==> src/rtl/bdrc_pkg.sv <==
// Package: shared constants, types and helpers of the block dedup compressor.
`default_nettype none
package bdrc_pkg;
    localparam int BLOCK_DIGITS = 63;
    localparam int BLOCK_BYTES  = BLOCK_DIGITS / 3;
    localparam int DICT_ENTRIES = 1024;
    localparam int POS_W        = $clog2(BLOCK_BYTES + 1);
    localparam int ID_W         = $clog2(DICT_ENTRIES);
    localparam int CNT_W        = ID_W + 1;
    localparam int MEM_DEPTH    = DICT_ENTRIES * BLOCK_BYTES;
    localparam int MEM_AW       = $clog2(MEM_DEPTH);
    localparam logic [31:0] HASH_INIT = 32'd5381;
    localparam logic [31:0] RUN_MAX   = 32'hFFFF_FFFF;
    localparam logic [10:0] LIMIT_RESET = 11'd1024;
    localparam logic [1:0] KIND_BYTE  = 2'd0;
    localparam logic [1:0] KIND_RUN   = 2'd1;
    localparam logic [1:0] KIND_ABORT = 2'd2;
    localparam logic [0:0] REG_LIMIT  = 1'b0;

    typedef struct packed {
        logic [1:0]       kind;
        logic [ID_W-1:0]  block_id;
        logic [7:0]       block_byte;
        logic [4:0]       byte_position;
        logic [31:0]      block_hash;
        logic [31:0]      run_count;
        logic             last_of_item;
    } result_t;

    // datapath commands from the controller
    typedef struct packed {
        logic       take_byte;       // store input byte, fold into hash
        logic       pad_byte;        // store zero, fold into hash
        logic       clear_block;     // restart fill and hash for the next block
        logic       search_start;    // rewind to the first dictionary entry
        logic       hash_rd;         // read the current entry's hash
        logic       byte_rd;         // read the current entry's byte at pos
        logic       pos_step;
        logic       pos_clear;
        logic       entry_next;      // move to the next entry
        logic       set_found;
        logic       emit_load;       // load the result register
        logic [1:0] emit_sel;
        logic       emit_last;
        logic       commit_new;      // bump entry count, open run on the new id
        logic       run_extend;
        logic       run_start_found; // open run on the found id
        logic       clear_stream;    // end of stream or abort
    } dp_cmd_t;

    typedef struct packed {
        logic       block_last;      // next byte completes the block
        logic       block_full;
        logic       at_limit;
        logic       no_more_entries;
        logic       hash_match;
        logic       byte_match;
        logic       last_pos;
        logic       found;
        logic       run_open;
        logic       run_same;
    } dp_sts_t;

    function automatic logic [31:0] hash_byte(input logic [31:0] h, input logic [7:0] b);
        logic [3:0]  d0, d1, d2;
        logic [7:0]  rem;
        logic [15:0] prod;
        logic [31:0] t;
        begin
            // hundreds by compare, tens by reciprocal multiply, units by subtract
            if (b >= 8'd200)
            begin
                d0  = 4'd2;
                rem = b - 8'd200;
            end
            else if (b >= 8'd100)
            begin
                d0  = 4'd1;
                rem = b - 8'd100;
            end
            else
            begin
                d0  = 4'd0;
                rem = b;
            end
            prod = {8'd0, rem} * 16'd205;
            d1   = prod[14:11];
            d2   = 4'(rem - {1'b0, d1, 3'b000} - {3'b000, d1, 1'b0});
            t = (h << 5) + h + {28'd0, d0};
            t = (t << 5) + t + {28'd0, d1};
            t = (t << 5) + t + {28'd0, d2};
            return t;
        end
    endfunction
endpackage
`default_nettype wire

==> src/rtl/bdrc_ctrl.sv <==
// Controller: sequences byte intake, padding, dictionary search and result emission.
`default_nettype none
module bdrc_ctrl
    import bdrc_pkg::*;
(
    input  wire logic    clk,
    input  wire logic    rst_n,
    input  wire logic    in_valid,
    input  wire logic    in_final,
    output      logic    in_ready,
    output      logic    out_valid,
    input  wire logic    out_ready,
    input  wire dp_sts_t sts,
    output      dp_cmd_t cmd
);
    typedef enum logic [12:0] {
        S_IDLE  = 13'b0000000000001,
        S_PAD   = 13'b0000000000010,
        S_CHECK = 13'b0000000000100,
        S_HRD   = 13'b0000000001000,
        S_HCMP  = 13'b0000000010000,
        S_BRD   = 13'b0000000100000,
        S_BCMP  = 13'b0000001000000,
        S_DEC   = 13'b0000010000000,
        S_RUN   = 13'b0000100000000,
        S_BYTES = 13'b0001000000000,
        S_FIN   = 13'b0010000000000,
        S_ABORT = 13'b0100000000000,
        S_DEAD  = 13'b1000000000000
    } state_t;

    state_t state_reg, state_next;
    logic   fin_reg, fin_next;
    logic   ov_reg, ov_next;
    logic   out_free;

    // result register can take a new item when empty or being drained
    assign out_free  = !ov_reg || out_ready;
    assign out_valid = ov_reg;

    always_comb
    begin
        state_next = state_reg;
        fin_next   = fin_reg;
        cmd        = '0;
        in_ready   = 1'b0;
        unique case (state_reg)
            S_IDLE:
            begin
                in_ready = 1'b1;
                if (in_valid)
                begin
                    cmd.take_byte = 1'b1;
                    fin_next      = in_final;
                    if (in_final)
                        state_next = S_PAD;
                    else if (sts.block_last)
                        state_next = S_CHECK;
                end
            end
            S_PAD:
            begin
                if (sts.block_full)
                    state_next = S_CHECK;
                else
                    cmd.pad_byte = 1'b1;
            end
            S_CHECK:
            begin
                if (sts.at_limit)
                    state_next = S_ABORT;
                else
                begin
                    cmd.search_start = 1'b1;
                    state_next       = S_HRD;
                end
            end
            S_HRD:
            begin
                if (sts.no_more_entries)
                    state_next = S_DEC;
                else
                begin
                    cmd.hash_rd = 1'b1;
                    state_next  = S_HCMP;
                end
            end
            S_HCMP:
            begin
                if (sts.hash_match)
                    state_next = S_BRD;
                else
                begin
                    cmd.entry_next = 1'b1;
                    state_next     = S_HRD;
                end
            end
            S_BRD:
            begin
                cmd.byte_rd = 1'b1;
                state_next  = S_BCMP;
            end
            S_BCMP:
            begin
                if (!sts.byte_match)
                begin
                    cmd.entry_next = 1'b1;
                    state_next     = S_HRD;
                end
                else if (sts.last_pos)
                begin
                    cmd.set_found = 1'b1;
                    state_next    = S_DEC;
                end
                else
                begin
                    cmd.pos_step = 1'b1;
                    state_next   = S_BRD;
                end
            end
            S_DEC:
            begin
                cmd.pos_clear = 1'b1;
                if (sts.run_same)
                begin
                    cmd.run_extend  = 1'b1;
                    cmd.clear_block = 1'b1;
                    state_next      = fin_reg ? S_FIN : S_IDLE;
                end
                else if (sts.run_open)
                    state_next = S_RUN;
                else if (sts.found)
                begin
                    cmd.run_start_found = 1'b1;
                    cmd.clear_block     = 1'b1;
                    state_next          = fin_reg ? S_FIN : S_IDLE;
                end
                else
                    state_next = S_BYTES;
            end
            S_RUN:
            begin
                // close the open run, then open the found id or store a new block
                if (out_free)
                begin
                    cmd.emit_load = 1'b1;
                    cmd.emit_sel  = KIND_RUN;
                    cmd.emit_last = sts.found && !fin_reg;
                    if (sts.found)
                    begin
                        cmd.run_start_found = 1'b1;
                        cmd.clear_block     = 1'b1;
                        state_next          = fin_reg ? S_FIN : S_IDLE;
                    end
                    else
                        state_next = S_BYTES;
                end
            end
            S_BYTES:
            begin
                if (out_free)
                begin
                    cmd.emit_load = 1'b1;
                    cmd.emit_sel  = KIND_BYTE;
                    cmd.emit_last = sts.last_pos && !fin_reg;
                    if (sts.last_pos)
                    begin
                        cmd.commit_new  = 1'b1;
                        cmd.clear_block = 1'b1;
                        state_next      = fin_reg ? S_FIN : S_IDLE;
                    end
                    else
                        cmd.pos_step = 1'b1;
                end
            end
            S_FIN:
            begin
                if (out_free)
                begin
                    cmd.emit_load    = 1'b1;
                    cmd.emit_sel     = KIND_RUN;
                    cmd.emit_last    = 1'b1;
                    cmd.clear_stream = 1'b1;
                    state_next       = S_IDLE;
                end
            end
            S_ABORT:
            begin
                if (out_free)
                begin
                    cmd.emit_load    = 1'b1;
                    cmd.emit_sel     = KIND_ABORT;
                    cmd.emit_last    = 1'b1;
                    cmd.clear_stream = 1'b1;
                    state_next       = S_DEAD;
                end
            end
            S_DEAD:
            begin
                // accept and drop every item until reset
                in_ready = 1'b1;
            end
            default:
            begin
                state_next = S_IDLE;
            end
        endcase
        ov_next = cmd.emit_load ? 1'b1 : (ov_reg && !out_ready);
    end

    always_ff @(posedge clk or negedge rst_n)
    begin
        if (!rst_n)
        begin
            state_reg <= S_IDLE;
            fin_reg   <= 1'b0;
            ov_reg    <= 1'b0;
        end
        else
        begin
            state_reg <= state_next;
            fin_reg   <= fin_next;
            ov_reg    <= ov_next;
        end
    end
endmodule
`default_nettype wire

==> config.mk <==
export PLATFORM = sky130hd
export DESIGN_NAME = bdrc_ctrl
export DESIGN_NICKNAME = d
export VERILOG_FILES = /design/src/rtl/bdrc_pkg.sv /design/src/rtl/bdrc_ctrl.sv
export SDC_FILE = /design/constraint.sdc
export NUM_CORES = 1
export LEC_CHECK = 0
export BUFFER_PORTS_ARGS = -buffer_cell sky130_fd_sc_hd__buf_2
export CAP_MARGIN = 20
export CELL_PAD_IN_SITES_DETAIL_PLACEMENT = 0
export CELL_PAD_IN_SITES_GLOBAL_PLACEMENT = 1
export CORE_MARGIN = 2
export CORE_UTILIZATION = 35
export DETAILED_ROUTE_END_ITERATION = 8
export PLACE_DENSITY_LB_ADDON = 0.1
export SLEW_MARGIN = 20
export SYNTH_ARGS = -nofsm -noshare
export SYNTH_HDL_FRONTEND = slang
export SYNTH_SLANG_ARGS = --single-unit
==> constraint.sdc <==
create_clock -name clk -period 2.1 [get_ports clk]
set_input_delay 0.42 -clock clk [delete_from_list [all_inputs] [get_ports clk]]
set_output_delay 0.42 -clock clk [all_outputs]
set_load 0.02 [all_outputs]
==> flow_summary.html, run 1 <==
<table>
<tr><th>Metric</th><th>Value</th></tr>
<tr><th colspan="2">Run status</th></tr>
<tr><td>Outcome</td><td>finished with violations</td></tr>
<tr><td>Failing checks</td><td>negative setup slack</td></tr>
<tr><th colspan="2">STA</th></tr>
<tr><td>Ratio of final minimum period to clock period</td><td>1.208</td></tr>
<tr><td>Clock Skew</td><td>0.002717 ns</td></tr>
<tr><td>Final worst hold slack</td><td>0.07237 ns</td></tr>
<tr><td>Final setup violation count</td><td>21</td></tr>
<tr><td>Setup slack of the critical path after layout</td><td>-0.4366 ns</td></tr>
<tr><td>Unrepaired setup endpoints after global routing</td><td>true</td></tr>
<tr><td>Shortest period the worst path allows</td><td>2.537 ns</td></tr>
<tr><td>Transition time of the tightest slew-check pin</td><td>0.4539 ns</td></tr>
<tr><td>Final total negative setup slack</td><td>-5.181 ns</td></tr>
<tr><td>Worst relative slew slack</td><td>0.6966</td></tr>
<tr><td>Final hold violation count</td><td>0</td></tr>
<tr><td>Timing-limited maximum frequency</td><td>0.3942 GHz</td></tr>
<tr><td>Final Slew Violations</td><td>0</td></tr>
<tr><th colspan="2">Floorplan</th></tr>
<tr><td>I/O pin total</td><td>35</td></tr>
<tr><td>Placeable core region</td><td>0.003661 sq mm</td></tr>
<tr><td>Initial Utilization</td><td>0.3653</td></tr>
<tr><td>Die area</td><td>0.004332 sq mm</td></tr>
<tr><td>Number of placement rows</td><td>22</td></tr>
<tr><td>Die width</td><td>65.82 um</td></tr>
<tr><td>Die height</td><td>65.82 um</td></tr>
<tr><th colspan="2">Synth</th></tr>
<tr><td>Library cell occupying the most area in the post-synthesis netlist</td><td>dfrtp_1</td></tr>
<tr><td>Commonest cells in the synthesized netlist</td><td>nor2_1 (16), dfrtp_1 (14), inv_1 (7), nor4b_1 (7)</td></tr>
<tr><td>Most frequently used cell type in the post-synthesis netlist</td><td>nor2_1</td></tr>
<tr><td>Fraction of registers with async set or reset after synthesis</td><td>1.000</td></tr>
<tr><td>Warnings, synthesis</td><td>0</td></tr>
<tr><td>Synth Net Count</td><td>171</td></tr>
<tr><td>Share of the synthesized area in the top cell type</td><td>0.2619</td></tr>
<tr><td>Distinct cell type count of the synthesized netlist</td><td>55</td></tr>
<tr><td>Synth area leaders</td><td>dfrtp_1 (26%), nor4_4 (4.8%), nor4b_1 (4.6%)</td></tr>
<tr><td>Post-synthesis area per instance</td><td>8.574 sq um</td></tr>
<tr><td>Synthesized instance count</td><td>156</td></tr>
<tr><td>Count of flip-flops with a built-in enable after synthesis</td><td>0</td></tr>
<tr><td>Post-synth design cell area</td><td>0.001338 sq mm</td></tr>
<tr><td>Share of the yosys chip area belonging to registers</td><td>0.2816</td></tr>
<tr><td>Most used DFF post-synth</td><td>dfrtp_1</td></tr>
<tr><td>Number of flip-flops and latches in the synthesized netlist</td><td>15</td></tr>
<tr><th colspan="2">Worst setup path</th></tr>
<tr><td>CP endpoint kind</td><td>output pin</td></tr>
<tr><td>Critical setup path kind</td><td>register to output pin</td></tr>
<tr><td>WP data arrival</td><td>2.12 ns</td></tr>
<tr><td>Worst endpoint required time</td><td>1.68 ns</td></tr>
<tr><td>CP Launch Type</td><td>register</td></tr>
<tr><td>Maximum fanout encountered on the critical timing path</td><td>3</td></tr>
<tr><th colspan="2">GRT</th></tr>
<tr><td>Leftover overflow at the end of global routing</td><td>0</td></tr>
<tr><td>Total Routing Usage GR</td><td>0.2522</td></tr>
<tr><td>Maximum number of pins on one net before global-route repair</td><td>16</td></tr>
<tr><td>Initial antenna violation count</td><td>0</td></tr>
<tr><td>Via count of the first global-routing pass</td><td>1697</td></tr>
<tr><td>Global-route wire length before repair</td><td>8245 um</td></tr>
<tr><th colspan="2">Clocking</th></tr>
<tr><td>Buffer cell driving the clock tree root</td><td>clkbuf_8</td></tr>
<tr><td>TritonCTS Sinks</td><td>15</td></tr>
<tr><td>Number of hold buffers added after CTS</td><td>0</td></tr>
<tr><td>Clock latency at the later pin of the worst-skew pair</td><td>0.26 ns</td></tr>
<tr><td>TritonCTS Buffers</td><td>3</td></tr>
<tr><td>Max Buffers Root-to-Sink</td><td>2</td></tr>
<tr><td>TritonCTS clock tree</td><td>yes</td></tr>
<tr><td>Count of H-tree levels built during CTS</td><td>1</td></tr>
<tr><td>Clock edge transition at the registers on the reported setup and hold paths</td><td>0.07 ns</td></tr>
<tr><th colspan="2">Layout</th></tr>
<tr><td>Final #Nets</td><td>273</td></tr>
<tr><td>Layout cell share with drive strength beyond 1</td><td>0.6770</td></tr>
<tr><td>Total inserted antenna cells</td><td>0</td></tr>
<tr><td>P&amp;R area growth vs syn</td><td>91.86%</td></tr>
<tr><td>Sequential Area</td><td>385.4 sq um</td></tr>
<tr><td>Fill cell total of the finished layout</td><td>302</td></tr>
<tr><td>Area taken by multi-input logic gates</td><td>0.001171 sq mm</td></tr>
<tr><td>Number of flip-flops under the largest register name</td><td>13</td></tr>
<tr><td>Non-filler instance count after layout</td><td>305</td></tr>
<tr><th colspan="2">Power</th></tr>
<tr><td>Lkg Pwr</td><td>0.001180 uW</td></tr>
<tr><td>Total power per unit cell area</td><td>828.0 mW/mm^2</td></tr>
<tr><td>Max IR drop VDD</td><td>0.4951 mV</td></tr>
<tr><th colspan="2">Route</th></tr>
<tr><td>Average vias per placed instance</td><td>5.397</td></tr>
<tr><td>Count of antenna-violating nets left after detailed routing</td><td>0</td></tr>
<tr><td>Routed WL</td><td>5202 um</td></tr>
<tr><td>WL per Instance</td><td>17.06 um</td></tr>
<tr><td>Detailed-router iteration count before antenna repair</td><td>4</td></tr>
<tr><td>Detailed-route DRC error count</td><td>0</td></tr>
<tr><td>Number of design-rule violations left by the first detailed-router iteration</td><td>75</td></tr>
<tr><td>Vias</td><td>1646</td></tr>
<tr><th colspan="2">Placement</th></tr>
<tr><td>Count of input and output buffers</td><td>34</td></tr>
<tr><td>Dpl cells</td><td>282</td></tr>
<tr><td>Worst slack, placed</td><td>-0.2705 ns</td></tr>
<tr><td>Placer congestion estimate</td><td>0.8851</td></tr>
<tr><td>HPWL Detailed</td><td>3656 um</td></tr>
<tr><th colspan="2">Flow run</th></tr>
<tr><td>Max-capacitance violation count</td><td>0</td></tr>
<tr><th colspan="2">Hold path</th></tr>
<tr><td>Type of the tightest min-delay check</td><td>input pin to async pin</td></tr>
</table>
## per-stage QoR
stage / utilization / power (uW) / cell area (sq um)
2_1_floorplan: - / 975.7 / 1424
3_3_place_gp: 0.5458 / 1396 / 1998
3_5_place_dp: 0.5458 / 1419 / 1998
4_1_cts: 0.6654 / 2011 / 2436
5_1_grt: 0.7010 / 2251 / 2566
6_report: 0.7010 / 2125 / 2566
## where the power goes
| group | leakage, uW | internal (uW) | total [uW] | switching, uW |
|---|---|---|---|---|
| combinational | 0.000966 | 770 | 1450 | 683 |
| sequential | 0.000191 | 344 | 414 | 70.4 |
| clock | 0.0000228 | 135 | 257 | 122 |
## area by class of cell
type	count	share of cell area
multi-input cells	122	0.4564
repair buffers	109	0.3423
flip-flops and latches	15	0.1502
well taps	48	0.02340
clock buffers	4	0.01755
inverters	7	0.01024
## final timing paths
kind	from	end	slack [ns]	cells after the start
min in group clk	sts[6]	state_reg[4]$_DFFE_PN0P_	0.36	2
max in group asynchronous	rst_n	state_reg[0]$_DFFE_PN1P_	1.71	1
worst max-delay path	state_reg[5]$_DFFE_PN0P_	cmd[11]	-0.44	6
worst min register to register	state_reg[10]$_DFFE_PN0P_	state_reg[10]$_DFFE_PN0P_	0.62	1
worst max register to register	state_reg[3]$_DFFE_PN0P_	state_reg[9]$_DFFE_PN0P_	-0.14	8
worst min-delay path	rst_n	state_reg[9]$_DFFE_PN0P_	0.07	1
## cell usage in the layout (no fill, tap or decap), types with 2 or more instances in the layout
cell type / Yosys / layout
nand3_1: 5 / 3
mux2_4: 1 / 2
nor4b_2: 0 / 2
nor2_4: 0 / 4
nor4_1: 4 / 2
nand2_1: 6 / 3
nor4b_1: 7 / 4
buf_6: 2 / 26
buf_2: 3 / 15
a21oi_1: 5 / 2
clkbuf_8: 0 / 3
nor2b_1: 2 / 2
a21oi_2: 0 / 3
mux2_2: 3 / 2
o21ai_0: 5 / 3
mux2i_1: 2 / 2
nand3_4: 0 / 2
and3_4: 1 / 4
nor2_1: 16 / 10
inv_1: 7 / 7
dfrtp_2: 0 / 7
dfrtp_1: 14 / 7
buf_4: 1 / 68
nand2b_1: 6 / 5
nor3b_2: 0 / 2
nor4_4: 3 / 6
nor3b_1: 5 / 2
nand2_4: 1 / 3
nor3_1: 6 / 5
nand4_1: 6 / 6
nor2_2: 0 / 2
xor2_1: 3 / 3
or4_4: 3 / 4
## cell families after synthesis
family	Yosys count	share of synthesized area
AOI/OAI and AO/OA	25	0.1263
xor gates and xnor gates	4	0.02620
buffers and inverters	19	0.07016
DFF	15	0.2816
muxes	6	0.05145
and+or+nand+nor	87	0.4444
## critical path, stage by stage (launching register included)
cell and delay [ns]:
dfrtp_2 0.43, or4_4 0.54, nor4_4 0.32, buf_4 0.19, nand2_4 0.07, a21oi_2 0.15, buf_4 0.15
## routing by layer
metal	vias up	global-route usage	wire length (um)
li1	789	-	-
met1	810	0.3270	2225
met2	38	0.4444	2720
met3	9	0.02215	165
met4	0	0.07031	90
met5	-	0	0
## what timing repair did
item	CTS	global route
buffers inserted	19	10
endpoints found under the setup margin	23	25
pin swaps	28	29
resized for setup	71	27
endpoints found under the hold margin	0	0
(Power assumes the default switching activity.)
==> run 2: changes to the inputs <==
--- a/config.mk
+++ b/config.mk
@@ -10,9 +10,10 @@
 export CELL_PAD_IN_SITES_DETAIL_PLACEMENT = 0
 export CELL_PAD_IN_SITES_GLOBAL_PLACEMENT = 1
 export CORE_MARGIN = 2
-export CORE_UTILIZATION = 35
+export CORE_UTILIZATION = 39
 export DETAILED_ROUTE_END_ITERATION = 8
 export PLACE_DENSITY_LB_ADDON = 0.1
+export REMOVE_ABC_BUFFERS = 1
 export SLEW_MARGIN = 20
 export SYNTH_ARGS = -nofsm -noshare
 export SYNTH_HDL_FRONTEND = slang
==> constraint.sdc (replaced) <==
create_clock -name clk -period 2.85 [get_ports clk]
set_input_delay 0.57 -clock clk [delete_from_list [all_inputs] [get_ports clk]]
set_output_delay 0.57 -clock clk [all_outputs]
set_load 0.02 [all_outputs]
==> run 2 against run 1 <==
  * The run still ends with negative setup slack left
  * Flip-flop and latch count did not move
  * Critical path depth grew 2
  * Sequential power decreased by 21%
  * Critical endpoint is now cmd[4]
  * Global-route usage down 2.8 points
  * Hold slack improved by 0.090 ns
  * Setup slack improved by 0.43 ns
  * Die area down 9.7%
  * First-iteration DRC count increased by 85%
==> flow_summary.html, run 2 (synthesis results as in run 1) <==
<table>
<tr><th>Metric</th><th>Value</th></tr>
<tr><th colspan="2">Run status</th></tr>
<tr><td>Outcome</td><td>finished with violations</td></tr>
<tr><td>Failing checks</td><td>negative setup slack</td></tr>
<tr><th colspan="2">Clocking</th></tr>
<tr><td>TritonCTS clock tree</td><td>yes</td></tr>
<tr><td>Max Buffers Root-to-Sink</td><td>2</td></tr>
<tr><td>Buffer cell driving the clock tree root</td><td>clkbuf_4</td></tr>
<tr><td>TritonCTS Buffers</td><td>3</td></tr>
<tr><td>Number of hold buffers added after CTS</td><td>0</td></tr>
<tr><td>Clock latency at the later pin of the worst-skew pair</td><td>0.31 ns</td></tr>
<tr><td>TritonCTS Sinks</td><td>15</td></tr>
<tr><td>Count of H-tree levels built during CTS</td><td>1</td></tr>
<tr><td>Clock edge transition at the registers on the reported setup and hold paths</td><td>0.11 ns</td></tr>
<tr><th colspan="2">Worst setup path</th></tr>
<tr><td>Critical setup path kind</td><td>register to output pin</td></tr>
<tr><td>WP data arrival</td><td>2.29 ns</td></tr>
<tr><td>Worst endpoint required time</td><td>2.28 ns</td></tr>
<tr><td>End of the critical path</td><td>cmd[4]</td></tr>
<tr><td>Register-to-register setup slack</td><td>0.49 ns</td></tr>
<tr><td>CP endpoint kind</td><td>output pin</td></tr>
<tr><td>Maximum fanout encountered on the critical timing path</td><td>4</td></tr>
<tr><td>Largest stage delay on the critical path</td><td>0.45 ns</td></tr>
<tr><td>Cell type of the slowest stage on the worst timing path</td><td>dfrtp_2</td></tr>
<tr><td>CP Launch Type</td><td>register</td></tr>
<tr><td>Launching point of the worst reg2reg path</td><td>state_reg[5]$_DFFE_PN0P_</td></tr>
<tr><td>Worst reg2reg endpoint</td><td>state_reg[9]$_DFFE_PN0P_</td></tr>
<tr><td>Depth of the worst register-to-register path</td><td>7</td></tr>
<tr><td>Cell breakdown of the critical path</td><td>buf_6 &gt; nor4_4 &gt; buf_4 &gt; nand2_4 &gt; or3_4 &gt; nor4_4 &gt; or2_4 &gt; buf_6</td></tr>
<tr><td>Source of the critical timing path</td><td>state_reg[1]$_DFFE_PN0P_</td></tr>
<tr><th colspan="2">Floorplan</th></tr>
<tr><td>Die width</td><td>62.56 um</td></tr>
<tr><td>Number of placement rows</td><td>21</td></tr>
<tr><td>Die area</td><td>0.003914 sq mm</td></tr>
<tr><td>Initial Utilization</td><td>0.4040</td></tr>
<tr><td>Placeable core region</td><td>0.003311 sq mm</td></tr>
<tr><td>I/O pin total</td><td>35</td></tr>
<tr><td>Die height</td><td>62.56 um</td></tr>
<tr><th colspan="2">Route</th></tr>
<tr><td>Count of antenna-violating nets left after detailed routing</td><td>0</td></tr>
<tr><td>WL per Instance</td><td>16.19 um</td></tr>
<tr><td>Routed WL</td><td>4210 um</td></tr>
<tr><td>Detailed-route DRC error count</td><td>0</td></tr>
<tr><td>Number of design-rule violations left by the first detailed-router iteration</td><td>139</td></tr>
<tr><td>Vias</td><td>1500</td></tr>
<tr><td>Average vias per placed instance</td><td>5.769</td></tr>
<tr><td>Detailed-router iteration count before antenna repair</td><td>5</td></tr>
<tr><th colspan="2">GRT</th></tr>
<tr><td>Total Routing Usage GR</td><td>0.2244</td></tr>
<tr><td>Leftover overflow at the end of global routing</td><td>0</td></tr>
<tr><td>Maximum number of pins on one net before global-route repair</td><td>16</td></tr>
<tr><td>Global-route wire length before repair</td><td>7065 um</td></tr>
<tr><td>Initial antenna violation count</td><td>0</td></tr>
<tr><td>Via count of the first global-routing pass</td><td>1431</td></tr>
<tr><th colspan="2">STA</th></tr>
<tr><td>Final hold violation count</td><td>0</td></tr>
<tr><td>Worst relative slew slack</td><td>0.6918</td></tr>
<tr><td>Ratio of final minimum period to clock period</td><td>1.003</td></tr>
<tr><td>Timing-limited maximum frequency</td><td>0.3499 GHz</td></tr>
<tr><td>Final worst hold slack</td><td>0.1628 ns</td></tr>
<tr><td>Setup slack of the critical path after layout</td><td>-0.008028 ns</td></tr>
<tr><td>Final Slew Violations</td><td>0</td></tr>
<tr><td>Clock Skew</td><td>0.003034 ns</td></tr>
<tr><td>Unrepaired setup endpoints after global routing</td><td>true</td></tr>
<tr><td>Final setup violation count</td><td>1</td></tr>
<tr><td>Shortest period the worst path allows</td><td>2.858 ns</td></tr>
<tr><td>Transition time of the tightest slew-check pin</td><td>0.4559 ns</td></tr>
<tr><th colspan="2">Layout</th></tr>
<tr><td>Layout cell share with drive strength beyond 1</td><td>0.5140</td></tr>
<tr><td>Total inserted antenna cells</td><td>0</td></tr>
<tr><td>Most frequent cells in the layout</td><td>buf_4 (33), buf_2 (29), nor2_1 (15)</td></tr>
<tr><td>Most common cell after layout, fill and taps aside</td><td>buf_4</td></tr>
<tr><td>Non-filler instance count after layout</td><td>260</td></tr>
<tr><td>P&amp;R area growth vs syn</td><td>41.72%</td></tr>
<tr><td>Final #Nets</td><td>230</td></tr>
<tr><td>Number of flip-flops under the largest register name</td><td>13</td></tr>
<tr><th colspan="2">Flow run</th></tr>
<tr><td>Max-capacitance violation count</td><td>0</td></tr>
<tr><th colspan="2">Power</th></tr>
<tr><td>Total power per unit cell area</td><td>638.7 mW/mm^2</td></tr>
<tr><td>Max IR drop VDD</td><td>0.3665 mV</td></tr>
<tr><td>Lkg Pwr</td><td>0.0008746 uW</td></tr>
<tr><th colspan="2">Placement</th></tr>
<tr><td>HPWL Detailed</td><td>2858 um</td></tr>
<tr><td>Placer congestion estimate</td><td>0.8533</td></tr>
<tr><td>Dpl cells</td><td>230</td></tr>
<tr><td>Count of input and output buffers</td><td>34</td></tr>
<tr><th colspan="2">Hold path</th></tr>
<tr><td>Type of the tightest min-delay check</td><td>input pin to async pin</td></tr>
</table>
[run 2: final cells by class]
cell class | instances | area (sq um)
Inverter | 7 | 26.28
Multi-Input combinational cell | 122 | 945.9
Clock inverter | 1 | 5.005
Clock buffer | 3 | 22.52
Fill cell | 335 | 1415
Timing Repair Buffer | 66 | 446.7
Tap cell | 46 | 57.56
Sequential cell | 15 | 391.6
[run 2: metal layers]
layer	vias up	global-route usage	share of wire	routed length (um)
li1	703	-	-	-
met1	711	0.2893	0.43	1792
met2	69	0.3548	0.48	2004
met3	17	0.03964	0.054	229
met4	0	0.1250	0.044	184
met5	-	0	0	0
[run 2: critical path, delay by kind of cell, from the launching register on]
family | cells | cell delay (ns)
buf+inv | 3 | 0.42
flops | 1 | 0.45
simple gates | 5 | 1.11
[run 2: report_power, final]
group | leakage, uW | total (uW) | internal [uW] | switching [uW]
Combinational | 0.000674 | 749 | 373 | 375
Clock | 0.0000177 | 137 | 52.5 | 84.8
Sequential | 0.000183 | 325 | 256 | 69.0
[run 2: worst min path at each step]
| stage | from | end | slack [ns] | cells past startpoint |
|---|---|---|---|---|
| floorplan | rst_n | fin_reg$_DFFE_PN0P_ | 0.27 | 0 |
| global placement | rst_n | out_valid$_DFF_PN0_ | 0.50 | 1 |
| detailed placement | rst_n | out_valid$_DFF_PN0_ | 0.51 | 1 |
| CTS | rst_n | out_valid$_DFF_PN0_ | 0.18 | 1 |
| global route | rst_n | state_reg[10]$_DFFE_PN0P_ | 0.18 | 1 |
| finish | rst_n | state_reg[7]$_DFFE_PN0P_ | 0.16 | 1 |
[run 2: timing repair]
action	in CTS	in global routing
setup endpoints to repair	5	7
setup buffers	10	16
hold endpoints to repair	0	0
pin swaps	3	13
gates resized for setup	8	28
[run 2: through the flow]
step	utilization	cell area (sq um)	setup slack [ns]	total power (uW)	setup TNS, ns
floorplan	-	1270	0.2102	684.7	0
global placement	0.4660	1543	0.2430	847.4	0
detailed placement	0.4660	1543	0.2171	847.2	0
CTS	0.5023	1663	0.005734	1067	0
global route	0.5726	1896	-0.06930	1287	-0.1529
finish	0.5726	1896	-0.008028	1211	-0.008028
==> run 3: changes to the inputs <==
--- a/config.mk
+++ b/config.mk
@@ -7,12 +7,10 @@
 export LEC_CHECK = 0
 export BUFFER_PORTS_ARGS = -buffer_cell sky130_fd_sc_hd__buf_2
 export CAP_MARGIN = 20
-export CELL_PAD_IN_SITES_DETAIL_PLACEMENT = 0
-export CELL_PAD_IN_SITES_GLOBAL_PLACEMENT = 1
 export CORE_MARGIN = 2
-export CORE_UTILIZATION = 39
+export CORE_UTILIZATION = 52
 export DETAILED_ROUTE_END_ITERATION = 8
-export PLACE_DENSITY_LB_ADDON = 0.1
+export PLACE_DENSITY = 0.79
 export REMOVE_ABC_BUFFERS = 1
 export SLEW_MARGIN = 20
 export SYNTH_ARGS = -nofsm -noshare
==> constraint.sdc (replaced) <==
create_clock -name clk -period 2.85 [get_ports clk]
set_input_delay 0.4275 -clock clk [delete_from_list [all_inputs] [get_ports clk]]
set_output_delay 0.4275 -clock clk [all_outputs]
set_load 0.02 [all_outputs]
==> run 3 against run 2 <==
  * The flow now finishes without violations
  * Critical endpoint unchanged
  * Critical path type unchanged
  * Clock-buffer cell count stayed put
  * Clock skew is 0.0012 ns higher
  * Total power is 17% lower
  * First-iteration DRC count down 55%
  * Maximum frequency is 3.9% higher
  * Utilization up 7.8 points
==> flow_summary.html, run 3 (synthesis results as in run 1) <==
<table>
<tr><th>Metric</th><th>Value</th></tr>
<tr><th colspan="2">Run status</th></tr>
<tr><td>Outcome</td><td>finished clean</td></tr>
<tr><th colspan="2">STA</th></tr>
<tr><td>Timing-limited maximum frequency</td><td>0.3635 GHz</td></tr>
<tr><td>Final setup violation count</td><td>0</td></tr>
<tr><td>Final Slew Violations</td><td>0</td></tr>
<tr><td>Shortest period the worst path allows</td><td>2.751 ns</td></tr>
<tr><td>Final hold violation count</td><td>0</td></tr>
<tr><td>Transition time of the tightest slew-check pin</td><td>0.6193 ns</td></tr>
<tr><td>Ratio of final minimum period to clock period</td><td>0.9654</td></tr>
<tr><td>Clock Skew</td><td>0.004248 ns</td></tr>
<tr><td>Worst relative slew slack</td><td>0.5833</td></tr>
<tr><th colspan="2">Power</th></tr>
<tr><td>Portion of total power attributed to the clock network</td><td>0.127</td></tr>
<tr><td>Switching power share of the total</td><td>0.4572</td></tr>
<tr><td>Gate power share</td><td>0.532</td></tr>
<tr><td>Part of the total power dissipated in sequential elements</td><td>0.341</td></tr>
<tr><td>Total power per unit cell area</td><td>629.1 mW/mm^2</td></tr>
<tr><td>Switching power of the nets</td><td>459.1 uW</td></tr>
<tr><td>Cell Int Power</td><td>545.2 uW</td></tr>
<tr><td>Max IR drop VDD</td><td>0.4301 mV</td></tr>
<tr><td>Lkg Pwr</td><td>0.0007546 uW</td></tr>
<tr><th colspan="2">Layout</th></tr>
<tr><td>P&amp;R area growth vs syn</td><td>19.36%</td></tr>
<tr><td>Final #Nets</td><td>207</td></tr>
<tr><td>Total inserted antenna cells</td><td>0</td></tr>
<tr><td>Number of flip-flops under the largest register name</td><td>13</td></tr>
<tr><td>Layout cell share with drive strength beyond 1</td><td>0.3927</td></tr>
<tr><td>Most common cell after layout, fill and taps aside</td><td>buf_2</td></tr>
<tr><td>Most frequent cells in the layout</td><td>buf_2 (34), nor2_1 (15), buf_4 (9)</td></tr>
<tr><td>Utilization of the core after routing</td><td>0.6504</td></tr>
<tr><td>Layout Cell Area excl Fill</td><td>0.001597 sq mm</td></tr>
<tr><th colspan="2">GRT</th></tr>
<tr><td>Total Routing Usage GR</td><td>0.2534</td></tr>
<tr><td>Via count of the first global-routing pass</td><td>1138</td></tr>
<tr><td>Initial antenna violation count</td><td>0</td></tr>
<tr><td>Maximum number of pins on one net before global-route repair</td><td>16</td></tr>
<tr><td>Global-route wire length before repair</td><td>5451 um</td></tr>
<tr><td>Leftover overflow at the end of global routing</td><td>0</td></tr>
<tr><th colspan="2">Clocking</th></tr>
<tr><td>Number of hold buffers added after CTS</td><td>0</td></tr>
<tr><td>Clock latency at the later pin of the worst-skew pair</td><td>0.29 ns</td></tr>
<tr><td>Max Buffers Root-to-Sink</td><td>2</td></tr>
<tr><td>TritonCTS clock tree</td><td>yes</td></tr>
<tr><td>TritonCTS Buffers</td><td>3</td></tr>
<tr><td>TritonCTS Sinks</td><td>15</td></tr>
<tr><td>Count of H-tree levels built during CTS</td><td>1</td></tr>
<tr><td>Clock edge transition at the registers on the reported setup and hold paths</td><td>0.10 ns</td></tr>
<tr><td>Buffer cell driving the clock tree root</td><td>clkbuf_4</td></tr>
<tr><th colspan="2">Placement</th></tr>
<tr><td>Cell area reported after detailed placement</td><td>0.001500 sq mm</td></tr>
<tr><td>Count of input and output buffers</td><td>34</td></tr>
<tr><td>Placer congestion estimate</td><td>0.9622</td></tr>
<tr><td>HPWL Detailed</td><td>2722 um</td></tr>
<tr><th colspan="2">Floorplan</th></tr>
<tr><td>Number of placement rows</td><td>18</td></tr>
<tr><td>Die height</td><td>54.72 um</td></tr>
<tr><td>Placeable core region</td><td>0.002455 sq mm</td></tr>
<tr><td>I/O pin total</td><td>35</td></tr>
<tr><td>Initial Utilization</td><td>0.5449</td></tr>
<tr><td>Die width</td><td>54.72 um</td></tr>
<tr><td>Die area</td><td>0.002994 sq mm</td></tr>
<tr><th colspan="2">Route</th></tr>
<tr><td>Count of antenna-violating nets left after detailed routing</td><td>0</td></tr>
<tr><td>Detailed-router iteration count before antenna repair</td><td>4</td></tr>
<tr><td>WL per Instance</td><td>16.85 um</td></tr>
<tr><td>Average vias per placed instance</td><td>6.407</td></tr>
<tr><td>Detailed-route DRC error count</td><td>0</td></tr>
<tr><td>Number of design-rule violations left by the first detailed-router iteration</td><td>62</td></tr>
<tr><td>Routed WL</td><td>3723 um</td></tr>
<tr><td>Vias</td><td>1416</td></tr>
<tr><th colspan="2">Worst setup path</th></tr>
<tr><td>WP data arrival</td><td>2.32 ns</td></tr>
<tr><td>Register-to-register setup slack</td><td>0.62 ns</td></tr>
<tr><td>Worst endpoint required time</td><td>2.42 ns</td></tr>
<tr><td>Critical setup path kind</td><td>register to output pin</td></tr>
<tr><td>Source of the critical timing path</td><td>state_reg[5]$_DFFE_PN0P_</td></tr>
<tr><td>Maximum fanout encountered on the critical timing path</td><td>10</td></tr>
<tr><td>CP endpoint kind</td><td>output pin</td></tr>
<tr><td>Launching point of the worst reg2reg path</td><td>state_reg[4]$_DFFE_PN0P_</td></tr>
<tr><td>CP Launch Type</td><td>register</td></tr>
<tr><th colspan="2">Flow run</th></tr>
<tr><td>Max-capacitance violation count</td><td>0</td></tr>
<tr><th colspan="2">Hold path</th></tr>
<tr><td>Type of the tightest min-delay check</td><td>input pin to async pin</td></tr>
</table>
==> run 3: changes by cell type in the layout (fill, tap and decap cells not counted), moves of 2 or more <==
cell	change
nor4_4	-2
a21oi_1	+2
a21oi_2	-2
buf_2	+5
buf_4	-24
dfrtp_2	-4
buf_6	-3
dfrtp_1	+4
==> run 3: per-stage QoR <==
stage | hold WS (ns) | TNS, ns | instances | total power, uW | worst slack (ns)
5_1_grt | 0.03578 | -0.001780 | 221 | 1061 | -0.001780
6_report | 0.02810 | 0 | 221 | 1004 | 0.09874
2_1_floorplan | 0.1319 | 0 | 144 | 684.7 | 0.3527
3_3_place_gp | 0.3528 | 0 | 211 | 815.6 | 0.3676
3_5_place_dp | 0.3592 | 0 | 211 | 830.5 | 0.3309
4_1_cts | 0.03630 | 0 | 215 | 956.5 | 0.03721
==> run 3: layout make-up <==
class                   count  area [sq um]
inverters                   7         26.28
well taps                  30         37.54
flip-flops and latches     15         386.6
repair buffers             43         237.7
fillers                   210         858.3
multi-input cells         122         880.8
clock buffers               3         22.52
clock inverters             1         5.005
==> run 3: metal layers <==
layer	share of wire	vias to the layer above	global-route usage
met5	0	-	0
met4	0.026	0	0.09167
met3	0.057	16	0.03005
met2	0.49	78	0.4147
met1	0.42	665	0.3395
li1	-	657	-
==> run 3: worst paths after layout <==
check,to,cells after the start
max,cmd[4],6
min in group clk,state_reg[4]$_DFFE_PN0P_,2
min reg2reg,state_reg[6]$_DFFE_PN0P_,1
max in group asynchronous,state_reg[0]$_DFFE_PN1P_,1
min,state_reg[12]$_DFFE_PN0P_,1
max reg2reg,state_reg[9]$_DFFE_PN0P_,5
==> run 3: critical path, stage by stage (launching register included) <==
cell     delay (ns)
dfrtp_2        0.49
nor4_4         0.41
nand2_4        0.12
nor4_1         0.49
and3_1         0.27
or2_2          0.11
buf_2          0.15
==> run 3: power groups by stage <==
stage / logic (uW) / registers, uW / clock network (uW)
after floorplan: 361 / 323 / 0
after global placement: 478 / 338 / 0
after detailed placement: 489 / 342 / 0
after CTS: 491 / 338 / 128
after global routing: 575 / 349 / 138
final: 534 / 343 / 127
==> run 3: what timing repair did <==
item,4_1_cts,5_1_grt
endpoints found under the setup margin,1,6
gates resized for setup,1,10
buffers inserted,0,6
pin swaps,0,4
